$ cat config.mk
export PLATFORM = sky130hd
export DESIGN_NAME = hvn_fifo
export DESIGN_NICKNAME = d
export VERILOG_FILES = /design/src/sv/hvn_pkg.sv /design/src/sv/hvn_fifo.sv
export VERILOG_INCLUDE_DIRS = /design/src /design/src/sv
export SDC_FILE = /design/constraint.sdc
export NUM_CORES = 1
export LEC_CHECK = 0
export BUFFER_PORTS_ARGS = -buffer_cell sky130_fd_sc_hd__buf_2
export CORE_UTILIZATION = 55
export CTS_CLUSTER_SIZE = 8
export DETAILED_ROUTE_END_ITERATION = 16
export PLACE_DENSITY = 0.83
export SYNTH_ARGS = -nofsm -noshare
export SYNTH_HDL_FRONTEND = slang
export SYNTH_SLANG_ARGS = --single-unit
$ cat constraint.sdc
create_clock -name clk_i -period 3.14 [get_ports clk_i]
set_clock_uncertainty 0.05 [all_clocks]
set_input_delay 0.628 -clock clk_i [delete_from_list [all_inputs] [get_ports clk_i]]
set_output_delay 0.628 -clock clk_i [all_outputs]
set_load 0.01 [all_outputs]
$ cat src/sv/heightmap_vertex_normal_core_macros.svh
// ----------------------------------------------------------------------------
// heightmap vertex normal assertion macros
// shared concurrent assertion forms, clocked on clk_i, off during reset
// ----------------------------------------------------------------------------
`ifndef HEIGHTMAP_VERTEX_NORMAL_CORE_MACROS_SVH
`define HEIGHTMAP_VERTEX_NORMAL_CORE_MACROS_SVH

// same-cycle implication
`define HVN_ASSERT(lbl, ante, cons, msg) \
  lbl: assert property (@(posedge clk_i) disable iff (!rst_ni) (ante) |-> (cons)) \
    else $error(msg);

// next-cycle implication
`define HVN_ASSERT_NEXT(lbl, ante, cons, msg) \
  lbl: assert property (@(posedge clk_i) disable iff (!rst_ni) (ante) |=> (cons)) \
    else $error(msg);

`endif

$ cat src/sv/hvn_pkg.sv
// ----------------------------------------------------------------------------
// hvn_pkg
// shared constants and types of the heightmap vertex normal core
// ----------------------------------------------------------------------------
package hvn_pkg;

  localparam int MAX_COLS_DEF         = 256;
  localparam int MAX_ROWS_DEF         = 256;
  localparam int NORMAL_FRAC_BITS_DEF = 15;

  localparam logic OP_LOAD  = 1'b0;
  localparam logic OP_QUERY = 1'b1;

  localparam logic REG_GRID_COLS = 1'b0;
  localparam logic REG_GRID_ROWS = 1'b1;

  localparam int         CFG_W      = 9;
  localparam logic [8:0] GRID_RESET = 9'd256;

  localparam int FIFO_DEPTH = 2;

  // height * 512 + 5, then divided by ten via reciprocal
  localparam int          HEIGHT_DIV        = 5;
  localparam int          SCALE_RECIP_SHIFT = 22;
  localparam logic [18:0] SCALE_RECIP       = 19'd419431;

  typedef struct packed {
    logic       op;
    logic [7:0] col;
    logic [7:0] row;
    logic [7:0] height;
    logic       has_a;
    logic       has_b;
  } hvn_item_t;

  typedef struct packed {
    logic busy;
    logic done;
  } hvn_norm_stat_t;

endpackage

$ cat src/sv/hvn_fifo.sv
// ----------------------------------------------------------------------------
// hvn_fifo
// short queue of classified items between front and back
// ----------------------------------------------------------------------------
`include "heightmap_vertex_normal_core_macros.svh"

module hvn_fifo (
  input  logic               clk_i,
  input  logic               rst_ni,
  input  logic               push_i,
  input  hvn_pkg::hvn_item_t item_i,
  output logic               full_o,
  input  logic               pop_i,
  output logic               empty_o,
  output hvn_pkg::hvn_item_t item_o
);
  import hvn_pkg::*;

  localparam int PW = (FIFO_DEPTH > 1) ? $clog2(FIFO_DEPTH) : 1;
  localparam int CW = $clog2(FIFO_DEPTH + 1);

  hvn_item_t      slot_q [FIFO_DEPTH];
  logic [PW-1:0]  wr_ptr_q, wr_ptr_d, rd_ptr_q, rd_ptr_d;
  logic [CW-1:0]  count_q, count_d;

  assign full_o  = (count_q == CW'(FIFO_DEPTH));
  assign empty_o = (count_q == CW'(0));
  assign item_o  = slot_q[rd_ptr_q];

  always_comb begin
    wr_ptr_d = wr_ptr_q;
    rd_ptr_d = rd_ptr_q;
    count_d  = count_q;
    if (push_i) begin
      wr_ptr_d = (wr_ptr_q == PW'(FIFO_DEPTH - 1)) ? PW'(0) : wr_ptr_q + PW'(1);
    end
    if (pop_i) begin
      rd_ptr_d = (rd_ptr_q == PW'(FIFO_DEPTH - 1)) ? PW'(0) : rd_ptr_q + PW'(1);
    end
    if (push_i && !pop_i)      count_d = count_q + CW'(1);
    else if (pop_i && !push_i) count_d = count_q - CW'(1);
  end

  always_ff @(posedge clk_i or negedge rst_ni) begin
    if (!rst_ni) begin
      wr_ptr_q <= '0;
      rd_ptr_q <= '0;
      count_q  <= '0;
    end else begin
      wr_ptr_q <= wr_ptr_d;
      rd_ptr_q <= rd_ptr_d;
      count_q  <= count_d;
    end
  end

  always_ff @(posedge clk_i) begin
    if (push_i) begin
      slot_q[wr_ptr_q] <= item_i;
    end
  end

  `HVN_ASSERT(a_no_push_full, push_i, !full_o, "push into full queue")
  `HVN_ASSERT(a_no_pop_empty, pop_i, !empty_o, "pop from empty queue")
  `HVN_ASSERT_NEXT(a_push_fills, push_i && !pop_i, !empty_o, "queue empty after push")

endmodule

; Yosys cells after proc, flatten, opt, wreduce, memory -nomap -nowiden
; Memory sizes are Yosys's and may differ from the RTL's.
; Index checks and enable logic that the tools add are counted.
[word_totals]
ramBits = 54
wordCells = 21
ff_bits = 4
memories = 1
[op_classes]
n_reduce_logical = 6
n_mux = 6
eq_ne = 1
add_sub_neg = 4
[mem_list]
columns = memory, depth, width, read_ports, rd_ports_with_merged_regs, wr, line
row1 = slot_q, 2, 27, 1, 0, 1, hvn_fifo.sv:22  ; hvn_item_t slot_q [FIFO_DEPTH];
[op_table]
columns = cell, n
row1 = two-way mux 1 bit, 4
row2 = two-way mux 2 bit, 2
row3 = "adder 1 bit, second input constant", 2
row4 = "adder 2 x 1 -> 2 bit, second input constant", 1
row5 = "== test 2 bit, second input constant", 1
row6 = logical AND 1 bit, 2
row7 = logical NOT 1 bit, 2
row8 = logical NOT 2 bit, 1
row9 = nonzero test 2 bit, 1
row10 = "subtractor 2 x 1 -> 2 bit, second input constant", 1

; Depth between registers and ports, before layout
[logic_depth]
word_depth = 4
mapped_depth = 5
mapped_depth_nobuf = 5

; Least setup slack after synthesis
; Ideal clock, no wire load.
[synth_path]
path_kind = input port to flip-flop
from = input push_i
to = memory slot_q[0][0] (netlist name) (enable)
arrival_time_ns = 1.862
slack_ns = 0.814
cell_stages = 1
n_path_buf = 0
setup_time_ns = 0.414
path_cell_list = nor2b_1
[synth_via]
elab_chain_cells = 2
[synth_rtl]
columns = item, line
row1 = from (decl), hvn_fifo.sv:10  ; input logic push_i,
row2 = two-way mux 1 bit, hvn_fifo.sv:57  ; if (push_i) begin
row3 = two-way mux 1 bit (implied by the code), hvn_fifo.sv:58  ; slot_q[wr_ptr_q] <= item_i;
row4 = to (decl), hvn_fifo.sv:22
; Every way passes these cells.

==> flow_summary.toml <==
[run_status]
status = "finished, final reports clean"

[setup_path]
cpMaxStageDelayCell = "dfrtp_1"
startpoint = "rd_ptr_q$_DFFE_PN0P_"
reg2reg_from = "wr_ptr_q$_DFFE_PN0P_"
r2r_slack_ps = 1870
critPathRequiredTime_ps = 2460
startpoint_type = "register"
critPathKind = "register to primary output"
setup.worst_path.end_class = "primary output"
cp.arrival_ps = 1830
cp_cell_sequence = "buf_4 > mux2_2 > buf_2"
path_max_fanout = 22
slowest_delay_ps = 560

[placed_design]
place_inst = 207
gp_congestion = 0.6482
io_buffers = 59
pre_cts_ws_ps = 976.5
dpl_cell_area_um2 = 2564

[cts]
root_buffer = "clkbuf_8"
clk_latency_ps = 320
cts_setup_buffers = 0
post_cts_resized = 0
clockBufferDepth = 2
clkTransAtPathRegs_ps = 60
htreeDepth = 3
cts_hold_buf = 0
cts.sinks = 58
cts_tree = "built"
cts_buffers = 9

[synthesis]
yosys.cell_types.count = 13
synthesis.nets = 132
ys_top_cells_by_count = "54 x edfxtp_1, 19 x mux2_4, 8 x mux2_2"
yosysMostFrequentCell = "edfxtp_1"
synthFlopType = "edfxtp_1"
synth_top_area_frac = 0.7256
netlist_area_um2 = 2235
async_flop_share = 0.06897
syn_inst = 100
ys_seq_elements = 58
ys_warn_count = 0
avgSynthCellArea_um2 = 22.35
yosys.area.top_type = "edfxtp_1"
seq_area_frac_synth = 0.7704
synth_area_leaders = "edfxtp_1 73%, mux2_4 13%, dfrtp_1 4.5%"
synth_edf_count = 54

[detailed_routing]
vias = 1111
wl_um = 3322
drc = 0
wl_per_cell_um = 14.90
ant_nets = 0
drtIter0Drc = 42
routed_via_density = 4.982
dr.pass1.iters = 5

[cells_and_area]
fin_util = 0.7289
final_nets = 202
finish.instance_area_um2 = 2749
syn_to_final_growth_pct = 23.01
antennaDiodeCount = 0
fin_cells = 223
layout-drive-gt1-share = 0.5886

[floorplan]
placementRows = 22
start_util = 0.5926
core_area_um2 = 3771
die-area_um2 = 4322
boundaryPins = 60
die_w_um = 65.74
die_h_um = 65.74

[timing]
period_minus_slack_ps = 2505
slew_viol_final = 0
hold_viol = 0
whs_ps = 47.91
worst_pin_slew_ps = 365.8
fmax_ghz = 0.3992
setup_violations = 0
rsz0062_at_grt = "false"
fin_crit_sh = 0.7977
setup_tns_ps = 0
slew_headroom = 0.7561
final.setup.worst_slack_ps = 635.2

[global_routing]
grt_pass1_wl_um = 5119
grt_pass1_vias = 1110
antenna_found_initial = 0
grt.overflow.total = 0
grt_max_degree = 28
grt_usage = 0.1766

[power]
cellLeakagePower_nw = 1.123
vdd.ir_drop.worst_uv = 566.9
p_per_area_nw_per_um2 = 891.8
power_mw = 2.451

[worst_hold_path]
hold_path.class = "input port to async pin"

[flow_run]
maxCapViolations = 0
-- critical path: cells and delay by family (launching register included) --
family | cells | cell delay, ps
DFF | 1 | 560
buffers and inverters | 2 | 550
muxes | 1 | 380
-- path summary, 6_finish.rpt --
path | to | cells after the start
worst min register to register | count_q[1]$_DFFE_PN0P_ | 1
worst min-delay path | wr_ptr_q$_DFFE_PN0P_ | 1
worst max-delay path | item_o[11] | 3
worst max register to register | slot_q[1][17]$_DFFE_PP_ | 2
min in group clk_i | slot_q[0][8]$_DFFE_PP_ | 1
max in group asynchronous | count_q[1]$_DFFE_PN0P_ | 1
-- sequential cells by signal (all words and copies together) (netlist names) --
register	cells
slot_q	54
count_q	2
rd_ptr_q	1
wr_ptr_q	1
-- report_power, final --
part | switching (mW) | internal, mW | total, mW
combinational | 0.338 | 0.380 | 0.718
clock | 0.268 | 0.359 | 0.627
sequential | 0.0737 | 1.03 | 1.11
-- placed cells by master (no fill, tap or decap) --
master and n:
and2_1 1, clkinv_2 1, nor2b_1 1, nor2b_2 1
clkinv_1 2, clkinvlp_4 2, dfrtp_1 4, ha_1 1
mux2_4 19, inv_1 1, edfxtp_1 54, xor2_1 4
mux2_2 8, xnor2_1 1, bufinv_16 1, buf_4 3
buf_2 59, clkbuf_1 1, nor2_1 2, clkbuf_8 9
-- per-layer routing --
metal  vias up  part of all wire  track usage
met3         7             0.078      0.08507
met1       527              0.41       0.1969
met4         0             0.011      0.09511
li1        526                 -            -
met2        51              0.50       0.2768
met5         -                 0            0
-- kinds of logic after synthesis --
logic type / after synthesis / synth area share
multiplexers: 27 / 0.1680
flip-flops: 58 / 0.7704
XOR/XNOR: 5 / 0.01960
buffers and inverters: 4 / 0.02463
AND/OR/NAND/NOR: 5 / 0.01176
adder cells (fa/ha/maj): 1 / 0.005598
-- area by class of cell --
cell class / count / area [µm²]
Clock buffer: 10 / 127.6
Timing Repair Buffer: 62 / 317.8
Inverter: 1 / 3.754
Multi-Input combinational cell: 38 / 460.4
Sequential cell: 58 / 1722
Clock inverter: 6 / 57.56
Fill cell: 245 / 1022
Tap cell: 48 / 60.06
Note: power is estimated with default switching activity, not from simulation.
