`src/sv/heightmap_vertex_normal_core_macros.svh`:
```
// ----------------------------------------------------------------------------
// heightmap vertex normal assertion macros
// shared concurrent assertion forms, clocked on clk_i, off during reset
// ----------------------------------------------------------------------------
`ifndef HEIGHTMAP_VERTEX_NORMAL_CORE_MACROS_SVH
`define HEIGHTMAP_VERTEX_NORMAL_CORE_MACROS_SVH

// same-cycle implication
`define HVN_ASSERT(lbl, ante, cons, msg) \
  lbl: assert property (@(posedge clk_i) disable iff (!rst_ni) (ante) |-> (cons)) \
    else $error(msg);

// next-cycle implication
`define HVN_ASSERT_NEXT(lbl, ante, cons, msg) \
  lbl: assert property (@(posedge clk_i) disable iff (!rst_ni) (ante) |=> (cons)) \
    else $error(msg);

`endif

```
`src/sv/hvn_pkg.sv`:
```
// ----------------------------------------------------------------------------
// hvn_pkg
// shared constants and types of the heightmap vertex normal core
// ----------------------------------------------------------------------------
package hvn_pkg;

  localparam int MAX_COLS_DEF         = 256;
  localparam int MAX_ROWS_DEF         = 256;
  localparam int NORMAL_FRAC_BITS_DEF = 15;

  localparam logic OP_LOAD  = 1'b0;
  localparam logic OP_QUERY = 1'b1;

  localparam logic REG_GRID_COLS = 1'b0;
  localparam logic REG_GRID_ROWS = 1'b1;

  localparam int         CFG_W      = 9;
  localparam logic [8:0] GRID_RESET = 9'd256;

  localparam int FIFO_DEPTH = 2;

  // height * 512 + 5, then divided by ten via reciprocal
  localparam int          HEIGHT_DIV        = 5;
  localparam int          SCALE_RECIP_SHIFT = 22;
  localparam logic [18:0] SCALE_RECIP       = 19'd419431;

  typedef struct packed {
    logic       op;
    logic [7:0] col;
    logic [7:0] row;
    logic [7:0] height;
    logic       has_a;
    logic       has_b;
  } hvn_item_t;

  typedef struct packed {
    logic busy;
    logic done;
  } hvn_norm_stat_t;

endpackage

```
`src/sv/hvn_front.sv`:
```
// ----------------------------------------------------------------------------
// hvn_front
// grid size registers, input acceptance and item classification
// ----------------------------------------------------------------------------
module hvn_front #(
  parameter int MAX_COLS = hvn_pkg::MAX_COLS_DEF,
  parameter int MAX_ROWS = hvn_pkg::MAX_ROWS_DEF
) (
  input  logic              clk_i,
  input  logic              rst_ni,
  input  logic              cfg_we_i,
  input  logic              cfg_idx_i,
  input  logic [8:0]        cfg_data_i,
  input  logic              in_valid_i,
  output logic              in_stall_o,
  input  logic              in_op_i,
  input  logic [7:0]        in_col_i,
  input  logic [7:0]        in_row_i,
  input  logic [7:0]        in_height_i,
  input  logic              full_i,
  output logic              push_o,
  output hvn_pkg::hvn_item_t item_o
);
  import hvn_pkg::*;

  localparam int CLW = ($clog2(MAX_COLS + 1) > CFG_W) ? $clog2(MAX_COLS + 1) : CFG_W;
  localparam int RLW = ($clog2(MAX_ROWS + 1) > CFG_W) ? $clog2(MAX_ROWS + 1) : CFG_W;

  logic [CFG_W-1:0] cols_q, cols_d, rows_q, rows_d;
  logic [CLW-1:0]   cols_use, col_x;
  logic [RLW-1:0]   rows_use, row_x;
  logic             in_range;

  always_comb begin
    cols_d = cols_q;
    rows_d = rows_q;
    if (cfg_we_i) begin
      unique case (cfg_idx_i)
        REG_GRID_COLS: cols_d = cfg_data_i;
        REG_GRID_ROWS: rows_d = cfg_data_i;
        default: ;
      endcase
    end
  end

  always_ff @(posedge clk_i or negedge rst_ni) begin
    if (!rst_ni) begin
      cols_q <= GRID_RESET;
      rows_q <= GRID_RESET;
    end else begin
      cols_q <= cols_d;
      rows_q <= rows_d;
    end
  end

  // grid size in use is clamped to [2, max]
  always_comb begin
    if (cols_q < CFG_W'(2))                     cols_use = CLW'(2);
    else if (CLW'(cols_q) > CLW'(MAX_COLS))     cols_use = CLW'(MAX_COLS);
    else                                        cols_use = CLW'(cols_q);
    if (rows_q < CFG_W'(2))                     rows_use = RLW'(2);
    else if (RLW'(rows_q) > RLW'(MAX_ROWS))     rows_use = RLW'(MAX_ROWS);
    else                                        rows_use = RLW'(rows_q);
  end

  assign col_x    = CLW'(in_col_i);
  assign row_x    = RLW'(in_row_i);
  assign in_range = (col_x < cols_use) && (row_x < rows_use);

  assign item_o.op     = in_op_i;
  assign item_o.col    = in_col_i;
  assign item_o.row    = in_row_i;
  assign item_o.height = in_height_i;
  assign item_o.has_a  = (in_col_i != 8'd0) && (in_row_i != 8'd0);
  assign item_o.has_b  = ((col_x + CLW'(1)) < cols_use) && ((row_x + RLW'(1)) < rows_use);

  // out-of-grid items are taken and dropped
  assign in_stall_o = full_i;
  assign push_o     = in_valid_i && !full_i && in_range;

endmodule

```
`config.mk`:
```
export PLATFORM = sky130hd
export DESIGN_NAME = hvn_front
export DESIGN_NICKNAME = d
export VERILOG_FILES = /design/src/sv/heightmap_vertex_normal_core_macros.svh /design/src/sv/hvn_pkg.sv /design/src/sv/hvn_front.sv
export SDC_FILE = /design/constraint.sdc
export NUM_CORES = 1
export LEC_CHECK = 0
export BUFFER_PORTS_ARGS = -buffer_cell sky130_fd_sc_hd__buf_2
export CAP_MARGIN = 15
export CORE_UTILIZATION = 41
export CTS_BUF_LIST = sky130_fd_sc_hd__clkbuf_16
export DETAILED_ROUTE_END_ITERATION = 8
export PLACE_DENSITY = 0.77
export SYNTH_ARGS = -nofsm -noshare
export SYNTH_HDL_FRONTEND = slang
export SYNTH_SLANG_ARGS = --single-unit
```
`constraint.sdc`:
```
create_clock -name clk_i -period 7 [get_ports clk_i]
set_input_delay 0.35 -clock clk_i [delete_from_list [all_inputs] [get_ports clk_i]]
set_output_delay 0.35 -clock clk_i [all_outputs]
set_load 0.05 [all_outputs]
```
Word level (Yosys, flattened, before mapping)
Cells that the tools add are included.

cells by class
  mux-type cells = 4
  reduce and logical (&&, ||, !) cells = 10
  bitwise logic cells = 1
  add/subtract/negate cells = 2
  $lt $le $gt $ge = 8

operators by type and width
  cell                                                                   count
  9-bit two-way mux                                                      4
  8-bit by 1-bit adder with 9-bit output (second input constant)         2
  9-bit greater-than comparator (second input constant)                  2
  8-bit by 9-bit < comparator with 1-bit output                          2
  9-bit by 2-bit < comparator with 1-bit output (second input constant)  2
  9-bit < comparator                                                     2
  8-bit nonzero test                                                     2
  1-bit logical AND                                                      5
  2-bit AND reduction                                                    2
  1-bit logical NOT                                                      1
  1-bit NOT                                                              1

storage, ports and cells
  logic and storage cells = 27
  register bits after elaboration = 18
  output and inout port bits = 29

Logic depth before layout (Yosys ltp)
  depth after elaboration = 6
  depth in mapped cells = 10
  mapped depth without buffers = 10

Worst setup path before layout
OpenSTA, ideal clock, no wires.

  path kind = register -> output
  from = register rows_q[4]
  to = output push_o
  cell stages (with the launch flop) = 10
  data arrival time = 3.493 ns
  path slack = 3.157 ns
  cell sequence = dfrtp_1 or4_1 nor4_2 o21ai_0 ha_1 a21o_1 nand3_1 a21oi_1 or4b_2 a211oi_1

between the ends
  longest elaborated chain between the ends = 6
  elaborated cells between the ends (all ways) = 7

ends and longest elaborated chain
  what                                               line             text
  start: declaration                                 hvn_front.sv:29  logic [CFG_W-1:0] cols_q, cols_d, rows_q, rows_d;
  start signal: assignment                           hvn_front.sv:52  rows_q <= rows_d;
  9-bit greater-than comparator                      hvn_front.sv:62  else if (RLW'(rows_q) > RLW'(MAX_ROWS)) rows_use = RLW'(MAX_ROWS);
  9-bit two-way mux                                  hvn_front.sv:62
  9-bit two-way mux (*)                              hvn_front.sv:61  if (rows_q < CFG_W'(2)) rows_use = RLW'(2);
  8-bit by 9-bit < comparator with 1-bit output (*)  hvn_front.sv:68  assign in_range = (col_x < cols_use) && (row_x < rows_use);
  1-bit logical AND (*)                              hvn_front.sv:68
  1-bit logical AND (*)                              hvn_front.sv:79  assign push_o = in_valid_i && !full_i && in_range;
  end: declaration                                   hvn_front.sv:21  output logic push_o,

Every way passes the cells marked *; elsewhere a longest branch is shown, timed or not.

Final worst setup path
Same ends and word-level chain as after synthesis.

==> results.toml <==
[finish]
drive_above_1_share = 0.336
diodes = 0
fin_nets = 310
register_area_sq_um = 453
fillers = 445
multiInputGateArea_sq_um = 1240
area_growth_pct = 10.2

[synth]
yosysSeqAreaShare = 0.236
ys_top_cells_by_count = "ha_1, buf_4, nand2_1"
synth_edf_count = 0
netlist_instances = 208
synth.mux.area_fraction = 0.0997
syn_avg_cell_area_sq_um = 9.23
synth_top_family_by_area = "adder cells"
synthTopCellsByArea = "ha_1, dfrtp_1, buf_4, mux2_2, nand2_1"
synth_xor_area_frac = 0.0548
netlist_area_sq_um = 1920
async_reset_ff_frac = 1.00
synthFlopType = "dfrtp_1"
synth_warnings = 0
synth_nets = 282
synth_compound_area_frac = 0.0945
synth_cell_types = 35
ys_ff_latch = 18
synth.most_common_cell = "ha_1"
synth-adder-area-share = 0.222
synth_largest_area_cell = "ha_1"
synthSimpleGateAreaFrac = 0.178
synth.top_cell.area_share = 0.222

[critical_path]
path_cells = "or4_1 > nor4_2 > o21ai_0 > ha_1 > a21o_1 > nand3_1 > a21oi_1 > or4b_2 > a211oi_1 > buf_2"
end_kind = "output port"
cp.required_ns = 6.65
critPathArrivalTime_ns = 3.30
critical_path.slowest_cell = "or4b_2"
critPathBufInv = 1
startpoint_type = "flop"
cp_top_family = "simple AND/OR/NAND/NOR gates"
max_stage_delay_ns = 0.65
cp_max_fo = 3
crit_type = "flop to output port"

[placed_design]
place_congestion = 0.851
place_hpwl_um = 3420
pre_cts_ws_ns = 3.65
portBuffers = 50

[sta]
finalCriticalPeriod_ns = 3.65
setup_tns_ns = 0
setup_viol = 0
maxSlewViolCount = 0
grt_setup_unrepaired = "false"
worst_slew_pin_slew_ns = 0.728
relSlewSlack = 0.514
setup_ws_ns = 3.35
finalHoldViolCount = 0
fmax_ghz = 0.274
post-route-period-util = 0.521
final.setup_skew_ns = 0

[route]
dr_total_vias = 1573
first_iter_violations = 81
avgRoutedWirePerCell_um = 14.4
route.detailed.drc = 0
first_pass_iters = 4
wl_um = 4150
vias_per_cell = 5.48
final_antenna_net_count = 0

[cts]
post_cts_resized = 0
cts_num_sinks = 18
cts.path.max_buffers = 2
cts_tree = "yes"
clk_pin_slew_ns = 0.05
cts_root_buf = "clkbuf_16"
ctsHoldBuffers = 0
htreeDepth = 1
post_cts_buffers = 0
worstSkewPairLatency_ns = 0.25
cts_buffers = 3

[floorplan]
core_area_sq_um = 4410
start_util = 0.435
io_pins = 69
die_area_sq_um = 4960
row_count = 24
die_h_um = 70.4
die_x_um = 70.4

[grt]
grt_pass1_wl_um = 7140
first_global_vias = 1625
grt_max_degree = 19
overflow = 0
antenna_found_initial = 0
grt_usage = 0.176

[power_and_ir_drop]
leakage_uw = 0.00101
power_density_nw_per_um2 = 198
vdd.ir_drop.worst_mv = 0.145

[run]
drv_cap = 0

[hold_path]
holdCritPathClass = "primary input to async pin"

[status]
status = "finished clean"
==> layer usage <==
metal  GRT usage  up-vias  share of wire
li1            -      790              -
met1       0.234      739           0.48
met2       0.293       37           0.47
met3      0.0144        7          0.040
met4      0.0711        0          0.014
met5           0        -              0
==> layout make-up <==
| type | count | area share |
|---|---|---|
| clock inverter | 1 | 0.00178 |
| sequential | 18 | 0.214 |
| multi-input combinational | 157 | 0.589 |
| clock buffer | 3 | 0.0355 |
| tap | 52 | 0.0308 |
| timing repair buffer | 50 | 0.118 |
| inverter | 6 | 0.0107 |
==> power breakdown <==
group / switching (uW) / total, uW / internal [uW] / leakage [uW]
logic: 103 / 171 / 67.6 / 0.000760
clock network: 36.9 / 113 / 75.9 / 0.0000385
registers: 14.0 / 135 / 121 / 0.000209
total: 154 / 419 / 264 / 0.00101
==> per-stage QoR <==
step,cell area [sq um],std cells,power (uW),hold slack [ns],util
2_1_floorplan,1920,208,274,0.0544,-
3_3_place_gp,2040,283,299,0.289,0.461
3_5_place_dp,2040,283,306,0.293,0.461
4_1_cts,2110,287,422,0.0253,0.479
5_1_grt,2110,287,449,0.0385,0.479
6_report,2110,287,419,0.0138,0.479
==> kinds of logic after synthesis <==
kind of cell | count (synthesis)
simple gates | 64
mux | 17
fa+ha+maj | 34
buf+inv | 33
compound gates | 30
xor+xnor | 12
flops | 18
==> path summary, 6_finish.rpt <==
kind	startpoint	end	slack, ns	depth (start not counted)
setup / recovery	rows_q[4]	push_o	3.35	10
hold / removal	rst_ni	cols_q[1]	0.01	1
setup reg to reg	cols_q[8]	cols_q[8]	5.92	2
hold reg to reg	cols_q[4]	cols_q[4]	0.53	1
max in group asynchronous	rst_ni	cols_q[8]	6.67	1
min in group clk_i	cfg_data_i[0]	cols_q[0]	0.35	2
==> layout by cell type (no fill, tap or decap), types with 2 or more instances in the layout <==
master	instances
or2_2	2
ha_1	34
o21ai_0	7
mux2_2	17
nor2_1	5
clkbuf_16	3
a21oi_1	10
nor4_1	3
buf_2	50
xor2_1	4
nor2b_1	3
or4_1	3
a211oi_1	4
nand4_1	6
xnor2_1	8
clkinv_1	2
inv_1	4
nand2_1	22
a21o_1	3
or4b_2	2
dfrtp_1	16
and3_1	5
nand3_1	9
dfstp_2	2
==> sequential cells by signal, indices dropped and copies added (netlist names) <==
signal,cells
cols_q,9
rows_q,9
Power figures use the tool's default switching activity.
